[src/sv/weo_pkg.sv]
`timescale 1ns / 1ps
// Shared types, codes and helper functions of the wheel encoder odometry block.
package weo_pkg;

	// Configuration register indexes
	localparam logic [1:0] REG_MODE        = 2'd0;
	localparam logic [1:0] REG_SPEED_SCALE = 2'd1;
	localparam logic [1:0] REG_YAW_SCALE   = 2'd2;

	// Kinematic mode codes
	localparam logic [1:0] MODE_MECANUM   = 2'd0;
	localparam logic [1:0] MODE_SKID      = 2'd1;
	localparam logic [1:0] MODE_ACKERMANN = 2'd2;

	localparam int CFG_DATA_W = 24;
	localparam int YAW_MAG_W  = 35;

	// Clamp bound for the yaw operand magnitude
	localparam logic [42:0] YAW_CLAMP = 43'(64'd1 << 34);

	// Commands from controller to datapath
	typedef struct packed {
		logic       capture;   // take a sample beat, form deltas
		logic       mul_wheel; // scale one wheel delta
		logic [1:0] wheel_idx;
		logic       sum_en;    // combine wheel speeds into body terms
		logic       yaw_en;    // yaw rate multiply
		logic       load_out;  // move results into the output register
	} weo_cmd_t;

	// Saturate a sign and magnitude pair to signed 16 bits
	function automatic logic [15:0] sat_mag(input logic neg, input logic [47:0] mag);
		logic [15:0] r;
		if (neg) begin
			r = (mag > 48'd32768) ? 16'h8000 : 16'(~mag[15:0] + 16'd1);
		end else begin
			r = (mag > 48'd32767) ? 16'h7fff : mag[15:0];
		end
		return r;
	endfunction

	// Magnitude of a 43-bit two's complement value
	function automatic logic [42:0] abs43(input logic [42:0] v);
		return v[42] ? 43'(~v + 43'd1) : v;
	endfunction

endpackage

[src/sv/weo_sample_if.sv]
`timescale 1ns / 1ps
// Sample channel: four encoder counts and the steering angle.
interface weo_sample_if;
	logic               valid;
	logic               ready;
	logic signed [31:0] count_wheel_a;
	logic signed [31:0] count_wheel_b;
	logic signed [31:0] count_wheel_c;
	logic signed [31:0] count_wheel_d;
	logic signed [15:0] steer_angle;

	modport source (output valid, count_wheel_a, count_wheel_b, count_wheel_c,
		count_wheel_d, steer_angle, input ready);
	modport sink (input valid, count_wheel_a, count_wheel_b, count_wheel_c,
		count_wheel_d, steer_angle, output ready);
endinterface

[src/sv/weo_result_if.sv]
`timescale 1ns / 1ps
// Result channel: wheel speeds and body velocities.
interface weo_result_if;
	logic               valid;
	logic               ready;
	logic signed [15:0] speed_wheel_a;
	logic signed [15:0] speed_wheel_b;
	logic signed [15:0] speed_wheel_c;
	logic signed [15:0] speed_wheel_d;
	logic signed [15:0] body_vx;
	logic signed [15:0] body_vy;
	logic signed [15:0] body_vz;

	modport source (output valid, speed_wheel_a, speed_wheel_b, speed_wheel_c,
		speed_wheel_d, body_vx, body_vy, body_vz, input ready);
	modport sink (input valid, speed_wheel_a, speed_wheel_b, speed_wheel_c,
		speed_wheel_d, body_vx, body_vy, body_vz, output ready);
endinterface

[src/sv/weo_ctrl.sv]
`timescale 1ns / 1ps
// Sequencer for the odometry datapath and owner of the result valid flag.
module weo_ctrl (
	input  logic              clk,
	input  logic              arst_n,
	input  logic              sample_valid,
	output logic              sample_ready,
	output logic              result_valid,
	input  logic              result_ready,
	output weo_pkg::weo_cmd_t cmd
);

	localparam logic [2:0] ST_IDLE = 3'd0;
	localparam logic [2:0] ST_MUL  = 3'd1;
	localparam logic [2:0] ST_SUM  = 3'd2;
	localparam logic [2:0] ST_YAW  = 3'd3;
	localparam logic [2:0] ST_DONE = 3'd4;

	logic [2:0] state_q;
	logic [2:0] state_d;
	logic [1:0] idx_q;
	logic       out_valid_q;
	logic       load;

	assign sample_ready = (state_q == ST_IDLE);
	assign result_valid = out_valid_q;
	assign load         = (state_q == ST_DONE) && (!out_valid_q || result_ready);

	// Command decode
	always_comb begin
		cmd.capture   = sample_valid && sample_ready;
		cmd.mul_wheel = (state_q == ST_MUL);
		cmd.wheel_idx = idx_q;
		cmd.sum_en    = (state_q == ST_SUM);
		cmd.yaw_en    = (state_q == ST_YAW);
		cmd.load_out  = load;
	end

	// Next state
	always_comb begin
		state_d = state_q;
		unique case (state_q)
			ST_IDLE: if (sample_valid) state_d = ST_MUL;
			ST_MUL:  if (idx_q == 2'd3) state_d = ST_SUM;
			ST_SUM:  state_d = ST_YAW;
			ST_YAW:  state_d = ST_DONE;
			ST_DONE: if (load) state_d = ST_IDLE;
			default: state_d = ST_IDLE;
		endcase
	end

	// State, wheel counter and result valid
	always_ff @(posedge clk or negedge arst_n) begin
		if (!arst_n) begin
			state_q     <= ST_IDLE;
			idx_q       <= 2'd0;
			out_valid_q <= 1'b0;
		end else begin
			state_q <= state_d;
			if (state_q == ST_MUL) idx_q <= idx_q + 2'd1;
			else idx_q <= 2'd0;
			if (load) out_valid_q <= 1'b1;
			else if (result_ready) out_valid_q <= 1'b0;
		end
	end

endmodule

[src/sv/weo_datapath.sv]
`timescale 1ns / 1ps
// Delta capture, shared multiplier, body velocity combine and output register.
module weo_datapath (
	input  logic                            clk,
	input  logic                            arst_n,
	input  weo_pkg::weo_cmd_t               cmd,
	input  logic                            cfg_wr_en,
	input  logic [1:0]                      cfg_index,
	input  logic [weo_pkg::CFG_DATA_W-1:0]  cfg_data,
	input  logic signed [31:0]              count_wheel_a,
	input  logic signed [31:0]              count_wheel_b,
	input  logic signed [31:0]              count_wheel_c,
	input  logic signed [31:0]              count_wheel_d,
	input  logic signed [15:0]              steer_angle,
	output logic signed [15:0]              speed_wheel_a,
	output logic signed [15:0]              speed_wheel_b,
	output logic signed [15:0]              speed_wheel_c,
	output logic signed [15:0]              speed_wheel_d,
	output logic signed [15:0]              body_vx,
	output logic signed [15:0]              body_vy,
	output logic signed [15:0]              body_vz
);

	localparam int YW = weo_pkg::YAW_MAG_W;

	logic [1:0]  mode_q;
	logic [23:0] speed_scale_q;
	logic [23:0] yaw_scale_q;
	logic [31:0] prev_q [4];
	logic [31:0] cnt_now [4];

	logic [31:0] delta_q [4];
	logic [40:0] w_q [4];
	logic [15:0] steer_q;
	logic [15:0] vx_q;
	logic [15:0] vy_q;
	logic [15:0] vz_q;
	logic [YW-1:0] yaw_mag_q;
	logic          yaw_neg_q;
	logic          yaw_sh16_q;
	logic          body_zero_q;

	assign cnt_now[0] = count_wheel_a;
	assign cnt_now[1] = count_wheel_b;
	assign cnt_now[2] = count_wheel_c;
	assign cnt_now[3] = count_wheel_d;

	// Configuration registers and previous counts
	always_ff @(posedge clk or negedge arst_n) begin
		if (!arst_n) begin
			mode_q        <= weo_pkg::MODE_MECANUM;
			speed_scale_q <= '0;
			yaw_scale_q   <= '0;
			for (int i = 0; i < 4; i++) prev_q[i] <= '0;
		end else begin
			if (cfg_wr_en) begin
				unique case (cfg_index)
					weo_pkg::REG_MODE:        mode_q        <= cfg_data[1:0];
					weo_pkg::REG_SPEED_SCALE: speed_scale_q <= cfg_data;
					weo_pkg::REG_YAW_SCALE:   yaw_scale_q   <= cfg_data;
					default: ;
				endcase
			end
			if (cmd.capture) begin
				for (int i = 0; i < 4; i++) prev_q[i] <= cnt_now[i];
			end
		end
	end

	// Shared multiplier: wheel delta times speed scale, or yaw operand times yaw scale
	logic [31:0]     d_sel;
	logic            d_neg;
	logic [31:0]     d_mag;
	logic [YW-1:0]   mul_a;
	logic [23:0]     mul_b;
	logic [YW+23:0]  prod;
	logic [39:0]     w_mag;
	logic [40:0]     w_new;

	assign d_sel = delta_q[cmd.wheel_idx];
	assign d_neg = d_sel[31];
	assign d_mag = d_neg ? 32'(~d_sel + 32'd1) : d_sel;
	assign mul_a = cmd.yaw_en ? yaw_mag_q : YW'(d_mag);
	assign mul_b = cmd.yaw_en ? yaw_scale_q : speed_scale_q;
	assign prod  = (YW + 24)'(mul_a) * (YW + 24)'(mul_b);
	assign w_mag = prod[55:16];
	assign w_new = d_neg ? 41'(~{1'b0, w_mag} + 41'd1) : {1'b0, w_mag};

	// Body term combine
	logic [42:0] w_x [4];
	logic [42:0] sum4, dify, yaw4, sum2, yaw2, yaw_op;
	logic [42:0] sum4_m, dify_m, sum2_m, yaw_m;
	logic [15:0] vx_new, vy_new;

	always_comb begin
		for (int i = 0; i < 4; i++) w_x[i] = {{2{w_q[i][40]}}, w_q[i]};
		sum4   = w_x[0] + w_x[1] + w_x[2] + w_x[3];
		dify   = w_x[0] - w_x[1] - w_x[2] + w_x[3];
		yaw4   = w_x[0] + w_x[1] - w_x[2] - w_x[3];
		sum2   = w_x[1] + w_x[3];
		yaw2   = w_x[1] - w_x[3];
		yaw_op = (mode_q == weo_pkg::MODE_ACKERMANN) ? yaw2 : yaw4;
		sum4_m = weo_pkg::abs43(sum4);
		dify_m = weo_pkg::abs43(dify);
		sum2_m = weo_pkg::abs43(sum2);
		yaw_m  = weo_pkg::abs43(yaw_op);
		unique case (mode_q)
			weo_pkg::MODE_MECANUM: begin
				vx_new = weo_pkg::sat_mag(sum4[42], 48'(sum4_m >> 2));
				vy_new = weo_pkg::sat_mag(!dify[42], 48'(dify_m >> 2));
			end
			weo_pkg::MODE_SKID: begin
				vx_new = weo_pkg::sat_mag(sum4[42], 48'(sum4_m >> 2));
				vy_new = '0;
			end
			weo_pkg::MODE_ACKERMANN: begin
				vx_new = weo_pkg::sat_mag(sum2[42], 48'(sum2_m >> 1));
				vy_new = steer_q;
			end
			default: begin
				vx_new = '0;
				vy_new = '0;
			end
		endcase
	end

	// Yaw rate: the sign flips, shift depends on mode
	logic [47:0] vz_mag;
	assign vz_mag = yaw_sh16_q ? 48'(prod[YW+23:16]) : 48'(prod[YW+23:18]);

	// Working registers
	always_ff @(posedge clk) begin
		if (cmd.capture) begin
			for (int i = 0; i < 4; i++) delta_q[i] <= cnt_now[i] - prev_q[i];
			steer_q <= steer_angle;
		end
		if (cmd.mul_wheel) w_q[cmd.wheel_idx] <= w_new;
		if (cmd.sum_en) begin
			vx_q        <= vx_new;
			vy_q        <= vy_new;
			yaw_neg_q   <= yaw_op[42];
			yaw_mag_q   <= (yaw_m > weo_pkg::YAW_CLAMP) ? YW'(weo_pkg::YAW_CLAMP) : YW'(yaw_m);
			yaw_sh16_q  <= (mode_q == weo_pkg::MODE_ACKERMANN);
			body_zero_q <= (mode_q != weo_pkg::MODE_MECANUM) && (mode_q != weo_pkg::MODE_SKID)
				&& (mode_q != weo_pkg::MODE_ACKERMANN);
		end
		if (cmd.yaw_en) begin
			vz_q <= body_zero_q ? 16'd0 : weo_pkg::sat_mag(!yaw_neg_q, vz_mag);
		end
	end

	// Output register
	always_ff @(posedge clk) begin
		if (cmd.load_out) begin
			speed_wheel_a <= weo_pkg::sat_mag(w_q[0][40], 48'(weo_pkg::abs43({{2{w_q[0][40]}}, w_q[0]})));
			speed_wheel_b <= weo_pkg::sat_mag(w_q[1][40], 48'(weo_pkg::abs43({{2{w_q[1][40]}}, w_q[1]})));
			speed_wheel_c <= weo_pkg::sat_mag(w_q[2][40], 48'(weo_pkg::abs43({{2{w_q[2][40]}}, w_q[2]})));
			speed_wheel_d <= weo_pkg::sat_mag(w_q[3][40], 48'(weo_pkg::abs43({{2{w_q[3][40]}}, w_q[3]})));
			body_vx       <= vx_q;
			body_vy       <= vy_q;
			body_vz       <= vz_q;
		end
	end

endmodule

[src/sv/wheel_encoder_odometry.sv]
`timescale 1ns / 1ps
// A result is offered after MUL, SUM, YAW and DONE; DONE waits on a held result.
// A new sample waits until the last result is loaded; the single shared
// multiplier runs four wheel scalings and one yaw product in turn. The output
// register holds a finished result while the next sample is worked on. Reset
// (arst_n low, asynchronous): previous counts, settings and state clear to zero.
module wheel_encoder_odometry (
	input  logic                           clk,
	input  logic                           arst_n,
	weo_sample_if.sink                     sample,
	weo_result_if.source                   result,
	input  logic                           cfg_wr_en,
	input  logic [1:0]                     cfg_index,
	input  logic [weo_pkg::CFG_DATA_W-1:0] cfg_data
);

	weo_pkg::weo_cmd_t cmd;

	weo_ctrl u_ctrl (
		.clk          (clk),
		.arst_n       (arst_n),
		.sample_valid (sample.valid),
		.sample_ready (sample.ready),
		.result_valid (result.valid),
		.result_ready (result.ready),
		.cmd          (cmd)
	);

	weo_datapath u_dp (
		.clk           (clk),
		.arst_n        (arst_n),
		.cmd           (cmd),
		.cfg_wr_en     (cfg_wr_en),
		.cfg_index     (cfg_index),
		.cfg_data      (cfg_data),
		.count_wheel_a (sample.count_wheel_a),
		.count_wheel_b (sample.count_wheel_b),
		.count_wheel_c (sample.count_wheel_c),
		.count_wheel_d (sample.count_wheel_d),
		.steer_angle   (sample.steer_angle),
		.speed_wheel_a (result.speed_wheel_a),
		.speed_wheel_b (result.speed_wheel_b),
		.speed_wheel_c (result.speed_wheel_c),
		.speed_wheel_d (result.speed_wheel_d),
		.body_vx       (result.body_vx),
		.body_vy       (result.body_vy),
		.body_vz       (result.body_vz)
	);

endmodule

[src/flat_wrapper.sv]
// flat-port wrapper written by rule: the top's interface ports become plain ports
module wheel_encoder_odometry_flat 
  (clk, arst_n, cfg_wr_en, cfg_index, cfg_data, sample_valid, sample_count_wheel_a, sample_count_wheel_b, sample_count_wheel_c, sample_count_wheel_d, sample_steer_angle, sample_ready, result_valid, result_speed_wheel_a, result_speed_wheel_b, result_speed_wheel_c, result_speed_wheel_d, result_body_vx, result_body_vy, result_body_vz, result_ready);
  weo_sample_if sample_i ();
  weo_result_if result_i ();
  input  logic clk;
  input  logic arst_n;
  input  logic cfg_wr_en;
  input  logic [1:0] cfg_index;
  input  logic [weo_pkg::CFG_DATA_W-1:0] cfg_data;
  input wire logic [$bits(sample_i.valid)-1:0] sample_valid;
  input wire logic [$bits(sample_i.count_wheel_a)-1:0] sample_count_wheel_a;
  input wire logic [$bits(sample_i.count_wheel_b)-1:0] sample_count_wheel_b;
  input wire logic [$bits(sample_i.count_wheel_c)-1:0] sample_count_wheel_c;
  input wire logic [$bits(sample_i.count_wheel_d)-1:0] sample_count_wheel_d;
  input wire logic [$bits(sample_i.steer_angle)-1:0] sample_steer_angle;
  output wire logic [$bits(sample_i.ready)-1:0] sample_ready;
  output wire logic [$bits(result_i.valid)-1:0] result_valid;
  output wire logic [$bits(result_i.speed_wheel_a)-1:0] result_speed_wheel_a;
  output wire logic [$bits(result_i.speed_wheel_b)-1:0] result_speed_wheel_b;
  output wire logic [$bits(result_i.speed_wheel_c)-1:0] result_speed_wheel_c;
  output wire logic [$bits(result_i.speed_wheel_d)-1:0] result_speed_wheel_d;
  output wire logic [$bits(result_i.body_vx)-1:0] result_body_vx;
  output wire logic [$bits(result_i.body_vy)-1:0] result_body_vy;
  output wire logic [$bits(result_i.body_vz)-1:0] result_body_vz;
  input wire logic [$bits(result_i.ready)-1:0] result_ready;
  assign sample_i.valid = sample_valid;
  assign sample_i.count_wheel_a = sample_count_wheel_a;
  assign sample_i.count_wheel_b = sample_count_wheel_b;
  assign sample_i.count_wheel_c = sample_count_wheel_c;
  assign sample_i.count_wheel_d = sample_count_wheel_d;
  assign sample_i.steer_angle = sample_steer_angle;
  assign sample_ready = sample_i.ready;
  assign result_valid = result_i.valid;
  assign result_speed_wheel_a = result_i.speed_wheel_a;
  assign result_speed_wheel_b = result_i.speed_wheel_b;
  assign result_speed_wheel_c = result_i.speed_wheel_c;
  assign result_speed_wheel_d = result_i.speed_wheel_d;
  assign result_body_vx = result_i.body_vx;
  assign result_body_vy = result_i.body_vy;
  assign result_body_vz = result_i.body_vz;
  assign result_i.ready = result_ready;
  wheel_encoder_odometry u_core (.clk(clk), .arst_n(arst_n), .sample(sample_i), .result(result_i), .cfg_wr_en(cfg_wr_en), .cfg_index(cfg_index), .cfg_data(cfg_data));
endmodule
[config.mk]
export PLATFORM = sky130hd
export DESIGN_NAME = wheel_encoder_odometry_flat
export DESIGN_NICKNAME = d
export VERILOG_FILES = /design/src/sv/weo_pkg.sv /design/src/sv/weo_sample_if.sv /design/src/sv/weo_result_if.sv /design/src/sv/weo_ctrl.sv /design/src/sv/weo_datapath.sv /design/src/sv/wheel_encoder_odometry.sv /design/src/flat_wrapper.sv
export SDC_FILE = /design/constraint.sdc
export NUM_CORES = 2
export LEC_CHECK = 0
export ABC_AREA = 0
export BUFFER_PORTS_ARGS = -buffer_cell sky130_fd_sc_hd__buf_2
export CAP_MARGIN = 20
export CORE_MARGIN = 1.5
export CORE_UTILIZATION = 50
export DETAILED_ROUTE_END_ITERATION = 7
export PLACE_DENSITY = 0.66
export SYNTH_ARGS = -nofsm -noshare
export SYNTH_HDL_FRONTEND = slang
export SYNTH_SLANG_ARGS = --single-unit
[constraint.sdc]
create_clock -name clk -period 29.2 [get_ports clk]
set_input_delay 5.84 -clock clk [delete_from_list [all_inputs] [get_ports clk]]
set_output_delay 5.84 -clock clk [all_outputs]
set_load 0.02 [all_outputs]
==> flow_metrics.tcl <==
set metrics [dict create \
    hp-class "flop to flop" \
    synth_compound_area_share_pct 16.0 \
    gr-total-overflow 0 \
    rsz0062_at_grt "no" \
    drv_cap 0 \
    wl_per_cell_um 28.3 \
    vias 82300 \
    layout_common_cells "1292 x inv_1, 1124 x nand2_1, 1010 x nor2_1, 898 x fa_1, 581 x ha_1" \
    synth-async-reset-ratio_pct 26.7 \
    cts.path.max_buffers 3 \
    die_w_um 431 \
    finalSetupTns_ns 0 \
    synth_ff_type "edfxtp_1" \
    grt_usage_pct 38.9 \
    status "finished clean" \
    clock.fmax_ghz 0.0674 \
    cts_setup_buffers 0 \
    syn_to_final_growth_pct 7.48 \
    slew_violations 0 \
    final_area_um2 98600 \
    grt_pass1_wl_mm 530 \
    cts_root_buf "clkbuf_16" \
    cp-end-kind "flop" \
    clock_skew_ns 0.0648 \
    synth-simple-area-share_pct 18.7 \
    final_common_cell "inv_1" \
    ys_ff_latch 690 \
    cts_max_level 3 \
    cts_buffers 84 \
    crit_required_ns 29.61 \
    globalplace.congestion 1.06 \
    setup_viol 0 \
    cpPeakStageDelay_ns 0.65 \
    synth_area_um2 91700 \
    clock-sinks 690 \
    grt_antenna_before_repair 20 \
    fin_nets 12200 \
    synth_top_family_by_area "adder cells" \
    first_global_vias 77600 \
    viasPerCell 6.33 \
    synth-edff-count 506 \
    antenna_left 0 \
    cp_max_fo 37 \
    dr.pass1.iters 6 \
    hpwl_mm 299 \
    critPathSlowestCell "mux4_2" \
    start_util_pct 50.5 \
    ys_warn_count 0 \
    port_buffers 288 \
    synthXorXnorAreaFrac_pct 5.95 \
    worstSetupPathType "flop to flop" \
    grt_max_degree 113 \
    crit_family "simple AND/OR/NAND/NOR gates" \
    crit_top_cell "fa_1" \
    clock_latency_ns 0.76 \
    num_rows 156 \
    syn_nets 12100 \
    clk_pin_slew_ns 0.06 \
    synthDistinctLibCells 154 \
    muxShareOfSynthArea_pct 2.84 \
    relSlewSlack_pct 15.5 \
    place_area_um2 95600 \
    die_area_um2 186000 \
    drt_wl_total_mm 367 \
    tightest_slew_ns 1.26 \
    cts_tree "yes" \
    fin_crit_ns 14.84 \
    hold_violations 0 \
    cp.arrival_ns 15.25 \
    hold_buffers 0 \
    coreArea_um2 182000 \
    ys_seq_area_share_pct 21.6 \
    ioPinCount 289 \
    fin_crit_sh_pct 50.8 \
    syn-mean-instance-area_um2 8.79 \
    drc 0 \
    syn_inst 10400 \
    cts_resized 0 \
    die_y_um 431 \
    start_kind "flop" \
    drive_above_1_share_pct 8.99 \
    synth_fa_ha_area_share_pct 27.5 \
    drt_iter0_markers 9919 \
    worst-path-buf-inv 7 \
]
-- cell type report --
type	instances	area (um^2)
antenna	3	7.51
clock inverter	50	648
sequential	690	19800
multi-input combinational	8025	65300
inverter	1302	4890
timing repair buffer	454	2760
fill	16900	83000
tap	2370	2970
clock buffer	101	2210
-- layer usage --
metal  up-vias  global-route usage (%)  routed length (um)
met5         -                   0.312                 172
met3       628                    14.1               51000
li1      36200                       -                   -
met1     40800                    56.9              158000
met4        16                    12.6               13800
met2      4672                    52.5              144000
-- cell usage after synthesis (84+ instances only) --
cell      instances  area, um^2
fa_1            898       18000
xor2_1          227        1990
clkbuf_1        334        1250
o21ai_0         468        2340
inv_1          1292        4850
o21a_1          118         886
a21oi_1         437        2190
nand3_1         231        1160
ha_1            581        7270
mux2i_1          84         841
xnor2_1         393        3440
nor2_1         1010        3790
dfrtp_1         184        4600
edfxtp_1        506       15200
nor3_1          261        1310
a31oi_1          92         576
or3_1           109         682
a211oi_1         91         683
a21o_1          150        1130
and3_1          125         782
nand2_1        1128        4230
nand4_1          91         569
-- metrics by stage --
stage	std cells	hold WS (ns)	worst slack, ns	utilization, %
4_1_cts	13000	0.407	14.53	54.2
2_1_floorplan	10400	0.400	16.63	-
5_1_grt	13000	0.409	13.57	54.3
3_3_place_gp	12800	0.401	14.70	52.7
6_report	13000	0.412	14.36	54.3
3_5_place_dp	12800	0.405	14.57	52.7
-- worst paths after layout --
path | startpoint | end | slack [ns] | cells past startpoint
min in group asynchronous | arst_n | u_core.u_dp.prev_q[47]$_DFFE_PN0P_ | 5.06 | 1
worst max-delay path | u_core.u_ctrl.idx_q[0]$_DFF_PN0_ | u_core.u_dp.w_q[3][30]$_DFFE_PP_ | 14.36 | 42
worst min-delay path | u_core.u_dp.vy_q[2]$_DFFE_PP_ | u_core.u_dp.body_vy[2]$_DFFE_PP_ | 0.41 | 0
worst min register to register | u_core.u_dp.vy_q[2]$_DFFE_PP_ | u_core.u_dp.body_vy[2]$_DFFE_PP_ | 0.41 | 0
max in group asynchronous | arst_n | u_core.u_ctrl.idx_q[0]$_DFF_PN0_ | 22.72 | 2
worst max register to register | u_core.u_ctrl.idx_q[0]$_DFF_PN0_ | u_core.u_dp.w_q[3][30]$_DFFE_PP_ | 14.36 | 42
-- worst register-to-register path, delay by kind of cell, from the launching register on --
family	cells	cell delay (ns)
fa+ha+maj	9	4.03
xor+xnor	2	0.87
compound gates	6	2.21
simple gates	17	5.16
flops	1	0.33
mux	1	0.65
buf+inv	7	1.23
-- cells by family after synthesis --
| logic type | Yosys count |
|---|---|
| compound gates | 2151 |
| xor+xnor | 621 |
| fa+ha+maj | 1479 |
| buf+inv | 1719 |
| flops | 690 |
| mux | 205 |
| simple gates | 3569 |
-- state kept, by name (all words and copies together), names as in the netlist, 24 cells and up --
register and cells:
u_core.u_dp.yaw_mag_q 35, u_core.u_dp.w_q 164, u_core.u_dp.yaw_scale_q 24, u_core.u_dp.speed_scale_q 24
u_core.u_dp.prev_q 128, u_core.u_dp.delta_q 128
Power is left out: the tool's default activity adds up to more than one toggle a clock period on the data nets, which glitch-free logic cannot reach.
